===== src/design/i2cbc_pkg.sv =====
// Shared types and constants for the I2C bus clear controller.
`default_nettype none
package i2cbc_pkg;

    // Event codes carried on the input tuser
    typedef enum logic [1:0] {
        FUNC_NONE    = 2'd0,
        FUNC_SUCCESS = 2'd1,
        FUNC_FAILURE = 2'd2,
        FUNC_UNUSED  = 2'd3
    } t_func;

    // Configuration register indexes
    typedef enum logic [1:0] {
        CFG_FAILURE_THRESHOLD = 2'd0,
        CFG_HALF_PERIOD_TICKS = 2'd1,
        CFG_MAX_CLOCK_PULSES  = 2'd2,
        CFG_UNUSED            = 2'd3
    } t_cfg_index;

    localparam int unsigned CFG_DATA_W = 16;
    localparam int unsigned THR_W      = 8;
    localparam int unsigned HALF_W     = 16;
    localparam int unsigned PULSE_W    = 4;

    localparam logic [THR_W-1:0]   THR_RESET   = 8'd5;
    localparam logic [HALF_W-1:0]  HALF_RESET  = 16'd5;
    localparam logic [PULSE_W-1:0] PULSE_RESET = 4'd9;

    localparam logic [THR_W-1:0]   FAIL_COUNT_MAX = 8'd255;
    localparam logic [PULSE_W-1:0] PULSE_COUNT_MAX = 4'd15;

    localparam int unsigned IN_DATA_W  = 8;
    localparam int unsigned IN_USER_W  = 2;
    localparam int unsigned OUT_DATA_W = 24;

    // Bit positions in the output word
    localparam int unsigned OB_SCL_LOW  = 0;
    localparam int unsigned OB_SDA_LOW  = 1;
    localparam int unsigned OB_BUSY     = 2;
    localparam int unsigned OB_FINISHED = 3;
    localparam int unsigned OB_RECOVER  = 4;
    localparam int unsigned OB_PULSES   = 5;
    localparam int unsigned OB_FAILRUN  = 9;

endpackage
`default_nettype wire


===== src/design/i2c_bus_clear_controller_unit.sv =====
// Top level of the I2C bus clear controller: failure counting and recovery sequencer.
//
// Usage: each input word on the s-side stream is one time tick. tuser carries
// the transfer outcome of the tick (none, success, failure) and tdata bit 0 the
// sampled SDA level. For every accepted tick exactly one word leaves on the
// m-side stream with the SCL/SDA pull-low controls, busy, finished, recovered,
// the pulse count of the current or last clear and the current failure run.
// The tick is folded into the sequencer state and its
// result is captured in the output register at the same edge. Throughput is
// one tick per cycle, set by the single output register; o_s_tready stays high
// while the output register is empty or being drained in the same cycle.
// When the receiver stalls, the output word holds and no new tick is taken,
// so the sequencer timing advances only with accepted ticks.
// Configuration writes use the cfg channel (index 0 threshold, 1 half period,
// 2 pulse limit); the channel is always ready and unknown indexes are dropped.
// Reset (synchronous, active low) loads the default configuration, clears the
// failure count and returns the sequencer to idle with an empty output stage.
`default_nettype none
module i2c_bus_clear_controller_unit #(
    parameter int unsigned TIMER_WIDTH = 16
) (
    input  wire                                  i_clk,
    input  wire                                  i_rst_n,
    // tdata: [0] sda_level, [7:1] zero
    input  wire  [i2cbc_pkg::IN_DATA_W-1:0]      i_s_tdata,
    // tuser: [1:0] func
    input  wire  [i2cbc_pkg::IN_USER_W-1:0]      i_s_tuser,
    input  wire                                  i_s_tvalid,
    output logic                                 o_s_tready,
    // tdata: [0] scl_pull_low, [1] sda_pull_low, [2] busy_res, [3] finished,
    // [4] recovered, [8:5] pulses_sent, [16:9] failure_run, [23:17] zero
    output logic [i2cbc_pkg::OUT_DATA_W-1:0]     o_m_tdata,
    output logic                                 o_m_tvalid,
    input  wire                                  i_m_tready,
    input  wire                                  i_cfg_valid,
    output logic                                 o_cfg_ready,
    input  wire  [1:0]                           i_cfg_index,
    input  wire  [i2cbc_pkg::CFG_DATA_W-1:0]     i_cfg_data
);

    localparam int unsigned LIM_W = (TIMER_WIDTH > i2cbc_pkg::HALF_W) ?
                                    TIMER_WIDTH : i2cbc_pkg::HALF_W;
    localparam logic [LIM_W-1:0] TIMER_MAX = LIM_W'({TIMER_WIDTH{1'b1}});

    typedef enum logic [2:0] {
        PH_IDLE, PH_SCL_LOW, PH_SCL_HIGH, PH_STOP_SETUP, PH_STOP_HOLD, PH_STOP_RELEASE
    } t_phase;

    // Configuration registers
    logic [i2cbc_pkg::THR_W-1:0]   r_thr;
    logic [i2cbc_pkg::HALF_W-1:0]  r_half;
    logic [i2cbc_pkg::PULSE_W-1:0] r_max_pulses;

    // Sequencer state
    t_phase                        r_phase, n_phase;
    logic [TIMER_WIDTH-1:0]        r_timer, n_timer;
    logic [i2cbc_pkg::PULSE_W-1:0] r_pulses, n_pulses;
    logic [i2cbc_pkg::THR_W-1:0]   r_fail, n_fail;
    logic                          r_freed, n_freed;

    // Output stage
    logic                          r_out_valid;
    logic [i2cbc_pkg::OUT_DATA_W-1:0] r_out_data, n_out_data;

    logic                          s_accept;
    i2cbc_pkg::t_func              func;
    logic                          sda;
    logic [i2cbc_pkg::THR_W-1:0]   thr_eff;
    logic [i2cbc_pkg::THR_W-1:0]   fail_inc;
    logic [i2cbc_pkg::PULSE_W-1:0] pulse_lim;
    logic [i2cbc_pkg::PULSE_W-1:0] pulse_inc;
    logic [LIM_W-1:0]              half_ext;
    logic [LIM_W-1:0]              phase_lim;
    logic [TIMER_WIDTH-1:0]        timer_inc;
    logic                          phase_end;
    t_phase                        cur_phase;
    logic                          scl_low, sda_low, busy, fin, rec;

    assign o_s_tready  = !r_out_valid || i_m_tready;
    assign s_accept    = i_s_tvalid && o_s_tready;
    assign o_cfg_ready = 1'b1;
    assign o_m_tvalid  = r_out_valid;
    assign o_m_tdata   = r_out_data;

    assign func = i2cbc_pkg::t_func'(i_s_tuser);
    assign sda  = i_s_tdata[0];

    // Clamp configuration values to their working ranges
    assign thr_eff   = (r_thr == '0) ? i2cbc_pkg::THR_W'(1) : r_thr;
    assign pulse_lim = (r_max_pulses == '0) ? i2cbc_pkg::PULSE_W'(1) : r_max_pulses;
    assign half_ext  = LIM_W'(r_half);
    always_comb begin
        if (half_ext == '0) begin
            phase_lim = LIM_W'(1);
        end else if (half_ext > TIMER_MAX) begin
            phase_lim = TIMER_MAX;
        end else begin
            phase_lim = half_ext;
        end
    end

    assign fail_inc  = (r_fail != i2cbc_pkg::FAIL_COUNT_MAX) ? r_fail + 1'b1 : r_fail;
    assign pulse_inc = (r_pulses != i2cbc_pkg::PULSE_COUNT_MAX) ? r_pulses + 1'b1 : r_pulses;

    // Fold one tick into the state and build its result
    always_comb begin
        n_fail    = r_fail;
        n_phase   = r_phase;
        n_timer   = r_timer;
        n_pulses  = r_pulses;
        n_freed   = r_freed;
        cur_phase = r_phase;
        scl_low   = 1'b0;
        sda_low   = 1'b0;
        busy      = 1'b0;
        fin       = 1'b0;
        rec       = 1'b0;
        timer_inc = '0;
        phase_end = 1'b0;

        // Failure counting while idle; threshold hit starts the clear this tick
        if (r_phase == PH_IDLE) begin
            if (func == i2cbc_pkg::FUNC_SUCCESS) begin
                n_fail = '0;
            end else if (func == i2cbc_pkg::FUNC_FAILURE) begin
                if (fail_inc >= thr_eff) begin
                    n_fail    = '0;
                    cur_phase = PH_SCL_LOW;
                    n_timer   = '0;
                    n_pulses  = '0;
                    n_freed   = 1'b0;
                end else begin
                    n_fail = fail_inc;
                end
            end
        end

        n_phase = cur_phase;

        // Run the clear sequence
        if (cur_phase != PH_IDLE) begin
            busy      = 1'b1;
            scl_low   = (cur_phase == PH_SCL_LOW);
            sda_low   = (cur_phase == PH_STOP_SETUP) || (cur_phase == PH_STOP_HOLD);
            timer_inc = n_timer + 1'b1;
            phase_end = LIM_W'(timer_inc) >= phase_lim;
            n_timer   = timer_inc;
            if (phase_end) begin
                n_timer = '0;
                case (cur_phase)
                    PH_SCL_LOW: begin
                        n_phase = PH_SCL_HIGH;
                    end
                    PH_SCL_HIGH: begin
                        n_pulses = pulse_inc;
                        if (sda) begin
                            n_freed = 1'b1;
                            n_phase = PH_STOP_SETUP;
                        end else if (pulse_inc >= pulse_lim) begin
                            n_phase = PH_IDLE;
                            fin     = 1'b1;
                        end else begin
                            n_phase = PH_SCL_LOW;
                        end
                    end
                    PH_STOP_SETUP: begin
                        n_phase = PH_STOP_HOLD;
                    end
                    PH_STOP_HOLD: begin
                        n_phase = PH_STOP_RELEASE;
                    end
                    default: begin
                        n_phase = PH_IDLE;
                        fin     = 1'b1;
                        rec     = n_freed;
                    end
                endcase
            end
        end

        n_out_data = '0;
        n_out_data[i2cbc_pkg::OB_SCL_LOW]  = scl_low;
        n_out_data[i2cbc_pkg::OB_SDA_LOW]  = sda_low;
        n_out_data[i2cbc_pkg::OB_BUSY]     = busy;
        n_out_data[i2cbc_pkg::OB_FINISHED] = fin;
        n_out_data[i2cbc_pkg::OB_RECOVER]  = rec;
        n_out_data[i2cbc_pkg::OB_PULSES +: i2cbc_pkg::PULSE_W] = n_pulses;
        n_out_data[i2cbc_pkg::OB_FAILRUN +: i2cbc_pkg::THR_W]  = n_fail;
    end

    // Configuration writes
    always_ff @(posedge i_clk) begin
        if (!i_rst_n) begin
            r_thr        <= i2cbc_pkg::THR_RESET;
            r_half       <= i2cbc_pkg::HALF_RESET;
            r_max_pulses <= i2cbc_pkg::PULSE_RESET;
        end else if (i_cfg_valid) begin
            case (i2cbc_pkg::t_cfg_index'(i_cfg_index))
                i2cbc_pkg::CFG_FAILURE_THRESHOLD: r_thr <= i_cfg_data[i2cbc_pkg::THR_W-1:0];
                i2cbc_pkg::CFG_HALF_PERIOD_TICKS: r_half <= i_cfg_data;
                i2cbc_pkg::CFG_MAX_CLOCK_PULSES:
                    r_max_pulses <= i_cfg_data[i2cbc_pkg::PULSE_W-1:0];
                default: begin
                end
            endcase
        end
    end

    // Hold state and the output word; advance on each accepted tick
    always_ff @(posedge i_clk) begin
        if (!i_rst_n) begin
            r_phase     <= PH_IDLE;
            r_timer     <= '0;
            r_pulses    <= '0;
            r_fail      <= '0;
            r_freed     <= 1'b0;
            r_out_valid <= 1'b0;
        end else begin
            if (s_accept) begin
                r_phase     <= n_phase;
                r_timer     <= n_timer;
                r_pulses    <= n_pulses;
                r_fail      <= n_fail;
                r_freed     <= n_freed;
                r_out_valid <= 1'b1;
            end else if (i_m_tready) begin
                r_out_valid <= 1'b0;
            end
        end
    end

    // Output payload needs no reset
    always_ff @(posedge i_clk) begin
        if (s_accept) begin
            r_out_data <= n_out_data;
        end
    end

endmodule
`default_nettype wire


===== config.mk =====
export PLATFORM = sky130hd
export DESIGN_NAME = i2c_bus_clear_controller_unit
export DESIGN_NICKNAME = d
export VERILOG_FILES = /design/src/design/i2cbc_pkg.sv /design/src/design/i2c_bus_clear_controller_unit.sv
export SDC_FILE = /design/constraint.sdc
export NUM_CORES = 1
export LEC_CHECK = 0
export BUFFER_PORTS_ARGS = -buffer_cell sky130_fd_sc_hd__buf_2
export CAP_MARGIN = 20
export CORE_AREA = 4 4 121 123
export CTS_CLUSTER_DIAMETER = 150
export DETAILED_ROUTE_END_ITERATION = 10
export DIE_AREA = 0 0 125 127
export SYNTH_ARGS = -nofsm -noshare
export SYNTH_HDL_FRONTEND = slang
export SYNTH_SLANG_ARGS = --single-unit

===== constraint.sdc =====
create_clock -name i_clk -period 14.43 [get_ports i_clk]
set_input_delay 1.443 -clock i_clk [delete_from_list [all_inputs] [get_ports i_clk]]
set_output_delay 1.443 -clock i_clk [all_outputs]
set_load 0.005 [all_outputs]

==> results.json, run 1 <==
{
  "ant_nets": 0,
  "drv_slew": 0,
  "path_max_fanout": 15,
  "first_iter_violations": 200,
  "cts_made_buffers": 9,
  "viasPerCell": 5.05,
  "die_h_um": 127,
  "synth.distinct_cells": 58,
  "tightest_slew_ns": 0.869,
  "synthTopCellsByArea": "dfxtp_1 26%, edfxtp_1 11%, ha_1 8.4%, nand2_1 7.0%, nor2_1 5.1%",
  "vias": 3975,
  "crit_path_max_incr_delay_ns": 0.65,
  "p_leak_nw": 2.13,
  "r2r-end": "r_freed$_SDFFE_PN0P_",
  "status": "finished, final reports clean",
  "grt_max_degree": 45,
  "gr-total-overflow": 0,
  "r2r.worst_path.cells": 26,
  "portBuffers": 44,
  "drv_cap": 0,
  "power_density_nw_per_um2": 93.3,
  "final_common_cell": "nand2_1",
  "ff2ff_setup_slack_ns": 7.25,
  "cp-start-kind": "flop",
  "core_um2": 13700,
  "start_util": 0.339,
  "worstSetupEndpointType": "flop",
  "syn_avg_cell_area_um2": 8.09,
  "drt-total-wl_um": 10700,
  "insertion_delay_ns": 0.34,
  "drc": 0,
  "cp_slowest_cell": "a21oi_2",
  "clock-root-buffer": "clkbuf_16",
  "grt_pass1_wl_um": 17900,
  "syn_area_um2": 4640,
  "drive_gt1_frac": 0.120,
  "dp_slack_ns": 7.32,
  "skew_ns": 0.00799,
  "synth_area_leader_cell": "dfxtp_1",
  "critPathArrivalTime_ns": 7.44,
  "track_usage": 0.137,
  "dp_hpwl_um": 7920,
  "hp-start": "r_freed$_SDFFE_PN0P_",
  "cts.clk_slew.worst_paths_ns": 0.06,
  "layout_min_cycle_time_ns": 7.18,
  "fin_ws_ns": 7.25,
  "setup_violations": 0,
  "cts_max_path_buffers": 2,
  "r2r-start": "r_fail[0]$_SDFFE_PN0P_",
  "setup_tns_ns": 0,
  "critPathLaunch": "r_fail[0]$_SDFFE_PN0P_",
  "yosys_warnings": 0,
  "slew_headroom": 0.417,
  "syn_inst": 573,
  "synth_edf_count": 17,
  "hold_viol_final": 0,
  "nets": 666,
  "cp-endpoint": "r_freed$_SDFFE_PN0P_",
  "rsz0062_at_grt": "false",
  "post_cts_buffers": 0,
  "final_cell_mix": "86 x nand2_1, 63 x nor2_1, 61 x dfxtp_1",
  "routedWlPerCell_um": 13.6,
  "rows": 43,
  "fin_crit_sh": 0.498,
  "clock.fmax_mhz": 139,
  "placed_area_um2": 4950,
  "cp.required_ns": 14.69,
  "area_delta_synth_final_pct": 12.8,
  "finalPower_uw": 488,
  "synthFlopType": "dfxtp_1",
  "cts_max_level": 3,
  "grt_pass1_vias": 3738,
  "clock_sinks": 78,
  "irDropWorstVdd_mv": 0.0529,
  "async_flop_share": 0,
  "die_area_um2": 15900,
  "gp_congestion": 0.851,
  "n_antenna_cell": 0,
  "yosysTopAreaCellShare": 0.263,
  "antenna_found_initial": 0,
  "hold_path_class": "reg -> reg",
  "synth-seq-cells": 78,
  "pin_count": 60,
  "cts-hold-fix-buffers": 0,
  "postCtsResizedCells": 0,
  "die_w_um": 125,
  "cts_tree": "built",
  "design_area_um2": 5230,
  "first_pass_iters": 5,
  "worst-setup-path-type": "reg -> reg",
  "ys_seq_area_frac": 0.374
}
sequential cells by signal (all words and copies together) (netlist names):
name / cells
o_m_tvalid: 1
r_max_pulses: 4
r_phase: 3
r_thr: 8
r_freed: 1
r_fail: 8
o_m_tdata: 17
half_ext: 16
r_timer: 16
r_pulses: 4
power breakdown:
group,switching [mW],internal (mW)
clock,0.0877,0.127
combinational,0.0262,0.0156
sequential,0.00327,0.229
layer usage:
layer / GRT usage / share of wire / vias to the layer above
met1: 0.187 / 0.49 / 1819
met4: 0.0625 / 0.023 / 0
met2: 0.211 / 0.43 / 98
met5: 0 / 0 / -
met3: 0.0272 / 0.056 / 16
li1: - / - / 2042
logic make-up after synthesis:
family          count (synthesis)  synth area share
simple gates                  239             0.243
compound gates                125             0.175
flops                          78             0.374
buf+inv                        69            0.0648
fa+ha+maj                      31            0.0837
xor+xnor                       17            0.0321
mux                            12            0.0262
other cells                     2           0.00162
final cells by class:
| type | count | area, um^2 |
|---|---|---|
| Clock buffer | 13 | 262 |
| Clock inverter | 3 | 17.5 |
| Fill cell | 1436 | 8440 |
| Inverter | 35 | 131 |
| Multi-Input combinational cell | 432 | 2630 |
| Sequential cell | 78 | 1730 |
| Tap cell | 180 | 225 |
| Timing Repair Buffer | 46 | 235 |
per-stage QoR:
stage          cells   util  hold slack, ns
2_1_floorplan    579      -           0.425
3_3_place_gp     771  0.362           0.448
3_5_place_dp     771  0.362           0.457
4_1_cts          787  0.383           0.470
5_1_grt          787  0.383           0.497
6_report         787  0.383           0.469
cell usage after synthesis, types with 6 or more instances:
master,number
nand2_1,86
nand3_1,18
ha_1,31
nor2_1,63
edfxtp_1,17
and3_1,9
a22oi_1,9
clkbuf_1,18
xnor2_1,8
nor3_1,13
xor2_1,9
a21oi_1,46
dfxtp_1,61
buf_2,6
inv_1,34
buf_4,9
nand2b_1,8
mux2i_1,11
nand4_1,9
o21ai_0,24
critical path: cells and delay by family (launching register included):
family	cells	cell delay [ns]
AOI/OAI and AO/OA	6	1.70
adders and majority gates	4	1.23
DFF	1	0.38
and+or+nand+nor	14	3.19
xor gates and xnor gates	2	0.57
worst min-delay path by stage:
stage | end | depth (start not counted)
floorplan | r_freed$_SDFFE_PN0P_ | 2
global placement | r_freed$_SDFFE_PN0P_ | 2
detailed placement | r_freed$_SDFFE_PN0P_ | 2
CTS | r_freed$_SDFFE_PN0P_ | 2
global route | r_freed$_SDFFE_PN0P_ | 2
finish | r_freed$_SDFFE_PN0P_ | 2
Power figures use the tool's default switching activity.
==> run 2, diff against run 1 <==
clock period = 7.1 ns   (was 14.43 ns; I/O delays follow)
==> results.json, run 2 (synthesis results as in run 1) <==
{
  "die_w_um": 125,
  "r2r.worst_path.cells": 26,
  "dp_hpwl_um": 8000,
  "grt_max_degree": 45,
  "antenna_found_initial": 0,
  "die_area_um2": 15900,
  "cp-start-kind": "flop",
  "clock-root-buffer": "clkbuf_16",
  "post_cts_buffers": 0,
  "worstHoldPathCells": 2,
  "r2r-start": "r_fail[0]$_SDFFE_PN0P_",
  "cts-hold-fix-buffers": 0,
  "layout_min_cycle_time_ns": 6.35,
  "drc": 0,
  "track_usage": 0.140,
  "routedWlPerCell_um": 13.7,
  "setup_violations": 0,
  "die_h_um": 127,
  "drt-total-wl_um": 10800,
  "holdPathEnd": "r_freed$_SDFFE_PN0P_",
  "ant_nets": 0,
  "start_util": 0.339,
  "critPathArrivalTime_ns": 6.60,
  "hold_path_class": "reg -> reg",
  "clock.fmax_mhz": 157,
  "final_common_cell": "nand2_1",
  "dp_slack_ns": 0.821,
  "first_pass_iters": 5,
  "worst-setup-path-type": "reg -> reg",
  "drv_slew": 0,
  "core_um2": 13700,
  "rsz0062_at_grt": "false",
  "pin_count": 60,
  "tightest_slew_ns": 0.866,
  "path_max_fanout": 10,
  "p_leak_nw": 2.15,
  "clock_sinks": 78,
  "gp_congestion": 0.848,
  "setup_tns_ns": 0,
  "cts_tree": "built",
  "power_density_nw_per_um2": 197,
  "status": "finished, final reports clean",
  "cts_max_level": 3,
  "nFillCells": 1416,
  "drive_gt1_frac": 0.125,
  "hp-start": "r_freed$_SDFFE_PN0P_",
  "n_antenna_cell": 0,
  "insertion_delay_ns": 0.34,
  "grt_pass1_vias": 3838,
  "worstSetupEndpointType": "flop",
  "nets": 669,
  "first_iter_violations": 270,
  "hold_viol_final": 0,
  "area_delta_synth_final_pct": 14.0,
  "dp.cells": 774,
  "finalPower_mw": 1.04,
  "cp.required_ns": 7.35,
  "portBuffers": 44,
  "r2r-end": "r_timer[13]$_SDFFE_PN0P_",
  "skew_ns": 0.00776,
  "fin_ws_ns": 0.748,
  "cts_max_path_buffers": 2,
  "cts_made_buffers": 9,
  "postCtsResizedCells": 0,
  "final_cell_mix": "86 x nand2_1, 63 x nor2_1, 61 x dfxtp_1",
  "cts.clk_slew.worst_paths_ns": 0.06,
  "slew_headroom": 0.419,
  "grt_pass1_wl_um": 18200,
  "viasPerCell": 5.12,
  "irDropWorstVdd_mv": 0.113,
  "largest_reg_flops": 17,
  "gr-total-overflow": 0,
  "drv_cap": 0,
  "finalNonFillerCells": 790,
  "rows": 43,
  "vias": 4046,
  "ff2ff_setup_slack_ns": 0.75,
  "fin_crit_sh": 0.895
}
==> run 2: cell types whose count changed in the layout (fill, tap and decap cells not counted) <==
cell,delta
bufinv_16,+1
clkinv_2,-2
buf_4,+3
clkbuf_8,+1
==> run 2: worst max-delay path, cell delays in order (launching register included) <==
cell and delay (ns):
dfxtp_1 0.39, ha_1 0.28, and3_1 0.22, and3_1 0.22, and3_1 0.25, nor3_1 0.24, xor2_1 0.31, ha_1 0.28
and3_1 0.19, a221oi_1 0.24, o21ai_1 0.17, nand2_1 0.13, and2_1 0.17, ha_1 0.30, nand3_1 0.18, nor2_1 0.16
xnor2_1 0.14, nor2_1 0.08, ha_1 0.34, and3_1 0.21, a211o_1 0.29, a2111oi_4 0.33, a21oi_2 0.17, buf_4 0.21
nor3_4 0.32, a41oi_1 0.17, a311oi_1 0.25
==> run 2: worst max path at each step <==
stage	start	to
finish	r_fail[0]$_SDFFE_PN0P_	r_timer[13]$_SDFFE_PN0P_
global route	r_fail[0]$_SDFFE_PN0P_	r_timer[4]$_SDFFE_PN0P_
CTS	r_fail[0]$_SDFFE_PN0P_	r_timer[13]$_SDFFE_PN0P_
detailed placement	r_fail[0]$_SDFFE_PN0P_	r_timer[4]$_SDFFE_PN0P_
global placement	r_fail[0]$_SDFFE_PN0P_	r_timer[4]$_SDFFE_PN0P_
floorplan	r_fail[0]$_SDFFE_PN0P_	r_timer[4]$_SDFFE_PN0P_
==> run 2: layout make-up <==
type / instances / area [um^2] / area share
repair buffers: 49 / 258 / 0.0488
well taps: 180 / 225 / 0.0426
inverters: 35 / 131 / 0.0249
clock buffers: 14 / 275 / 0.0521
flip-flops and latches: 78 / 1730 / 0.328
clock inverters: 2 / 37.5 / 0.00710
multi-input cells: 432 / 2630 / 0.497
==> run 2: routing by layer <==
layer | track usage | up-vias | part of all wire
met5 | 0 | - | 0
met4 | 0.0702 | 0 | 0.024
met3 | 0.0263 | 16 | 0.063
met2 | 0.219 | 123 | 0.44
met1 | 0.185 | 1854 | 0.47
li1 | - | 2053 | -
==> run 2: where the power goes <==
part / leakage, nW / total [mW] / internal [mW] / switching (mW)
Sequential: 0.665 / 0.471 / 0.465 / 0.00668
Combinational: 1.34 / 0.0876 / 0.0331 / 0.0545
Clock: 0.148 / 0.480 / 0.304 / 0.177
Total: 2.15 / 1.04 / 0.802 / 0.238
==> run 2: through the flow <==
step / hold WS (ns) / instance area (um^2) / utilization
6_report: 0.453 / 5290 / 0.387
5_1_grt: 0.477 / 5290 / 0.387
4_1_cts: 0.459 / 5290 / 0.387
3_5_place_dp: 0.446 / 4970 / 0.364
3_3_place_gp: 0.449 / 4970 / 0.364
2_1_floorplan: 0.425 / 4660 / -
==> run 3, diff against run 2 <==
REMOVE_ABC_BUFFERS = 1   (was not set)
==> results.json, run 3 (synthesis results as in run 1) <==
{
  "hp-start": "r_freed$_SDFFE_PN0P_",
  "slew_headroom": 0.413,
  "n_antenna_cell": 0,
  "first_iter_violations": 218,
  "cts_made_buffers": 9,
  "status": "finished, final reports clean",
  "final_common_cell": "nand2_1",
  "drc": 0,
  "cp.required_ns": 7.35,
  "drv_cap": 0,
  "path_max_fanout": 10,
  "gp_congestion": 0.868,
  "cp_slowest_cell": "dfxtp_1",
  "start_util": 0.339,
  "cts-hold-fix-buffers": 0,
  "cts_max_path_buffers": 2,
  "clock-root-buffer": "clkbuf_16",
  "post_cts_buffers": 0,
  "cts.clk_slew.worst_paths_ns": 0.06,
  "postCtsResizedCells": 0,
  "crit_path_max_incr_delay_ns": 0.38,
  "grt_pass1_wl_um": 18600,
  "setup_tns_ns": 0,
  "irDropWorstVdd_mv": 0.111,
  "ant_nets": 0,
  "cts_max_level": 3,
  "tightest_slew_ns": 0.874,
  "fin_crit_sh": 0.899,
  "grt_max_degree": 45,
  "dp_hpwl_um": 7980,
  "clock.fmax_mhz": 157,
  "gr-total-overflow": 0,
  "track_usage": 0.141,
  "area_delta_synth_final_pct": 14.5,
  "path_buf_inv": 1,
  "routedWlPerCell_um": 13.8,
  "critPathLaunch": "r_fail[0]$_SDFFE_PN0P_",
  "hold_path_class": "reg -> reg",
  "rsz0062_at_grt": "false",
  "cp-start-kind": "flop",
  "rows": 43,
  "clock_sinks": 78,
  "viasPerCell": 5.06,
  "first_pass_iters": 5,
  "drt-total-wl_um": 10900,
  "die_area_um2": 15900,
  "ff2ff_setup_slack_ns": 0.72,
  "crit_top_cell": "and3_1",
  "p_leak_nw": 2.17,
  "vias": 4001,
  "largest_reg_flops": 17,
  "grt_pass1_vias": 3863,
  "insertion_delay_ns": 0.34,
  "holdWs_ns": 0.455,
  "portBuffers": 44,
  "worstSetupEndpointType": "flop",
  "skew_ns": 0.00681,
  "core_um2": 13700,
  "final_cell_mix": "86 x nand2_1, 63 x nor2_1, 61 x dfxtp_1",
  "crit_family": "simple AND/OR/NAND/NOR gates",
  "critPathArrivalTime_ns": 6.63,
  "hold_viol_final": 0,
  "drive_gt1_frac": 0.128,
  "cts_tree": "built",
  "die_w_um": 125,
  "die_h_um": 127,
  "layout_min_cycle_time_ns": 6.38,
  "power_density_nw_per_um2": 202,
  "drv_slew": 0,
  "antenna_found_initial": 0,
  "worst-setup-path-type": "reg -> reg",
  "r2r-start": "r_fail[0]$_SDFFE_PN0P_",
  "pin_count": 60,
  "setup_violations": 0,
  "nets": 669
}
## run 3: cell count changes in the layout (fill, tap and decap cells not counted), sizes merged
cell / previous run / this run
clkbuf: 14 / 13
clkinv: 1 / 2
clkinvlp: 1 / 0
inv: 34 / 35
## run 3: worst register-to-register path, delay by kind of cell, from the launching register on
kind / cells / cell delay, ns
AND/OR/NAND/NOR: 12 / 2.41
AO/OA/AOI/OAI: 7 / 1.61
adder cells (fa/ha/maj): 4 / 1.22
XOR/XNOR: 2 / 0.46
flip-flops: 1 / 0.38
buffers and inverters: 1 / 0.20
## run 3: path summary, 6_finish.rpt
| path | to | cells past startpoint |
|---|---|---|
| worst max register to register | r_timer[4]$_SDFFE_PN0P_ | 26 |
| worst min-delay path | r_freed$_SDFFE_PN0P_ | 2 |
| worst min register to register | r_freed$_SDFFE_PN0P_ | 2 |
| worst max-delay path | r_timer[4]$_SDFFE_PN0P_ | 26 |
## run 3: where the power goes
part | switching [mW] | internal [mW]
Sequential | 0.00654 | 0.465
Clock | 0.186 | 0.326
Combinational | 0.0541 | 0.0331
Total | 0.247 | 0.823
## run 3: area by class of cell
cell class              count  area [um^2]
fillers                  1423         8360
clock inverters             3         45.0
repair buffers             49          258
inverters                  35          131
multi-input cells         432         2630
well taps                 180          225
clock buffers              13          293
flip-flops and latches     78         1730
## run 3: per-stage QoR
step	utilization	area, um^2	total power, mW	setup WS (ns)	cells
after floorplan	-	4490	0.533	1.32	545
after CTS	0.389	5310	1.09	0.701	790
after global placement	0.364	4970	0.567	0.914	774
after detailed placement	0.364	4970	0.569	0.755	774
after global routing	0.389	5310	1.11	0.217	790
final	0.389	5310	1.07	0.717	790
## run 3: routing by layer
metal  wire length, um  up-vias  share of wire  GRT usage
met5                 0        -              0          0
met4               131        0          0.012     0.0453
met3               551        8          0.051     0.0330
met2              4790       92           0.44      0.222
met1              5410     1848           0.50      0.191
li1                  -     2053              -          -
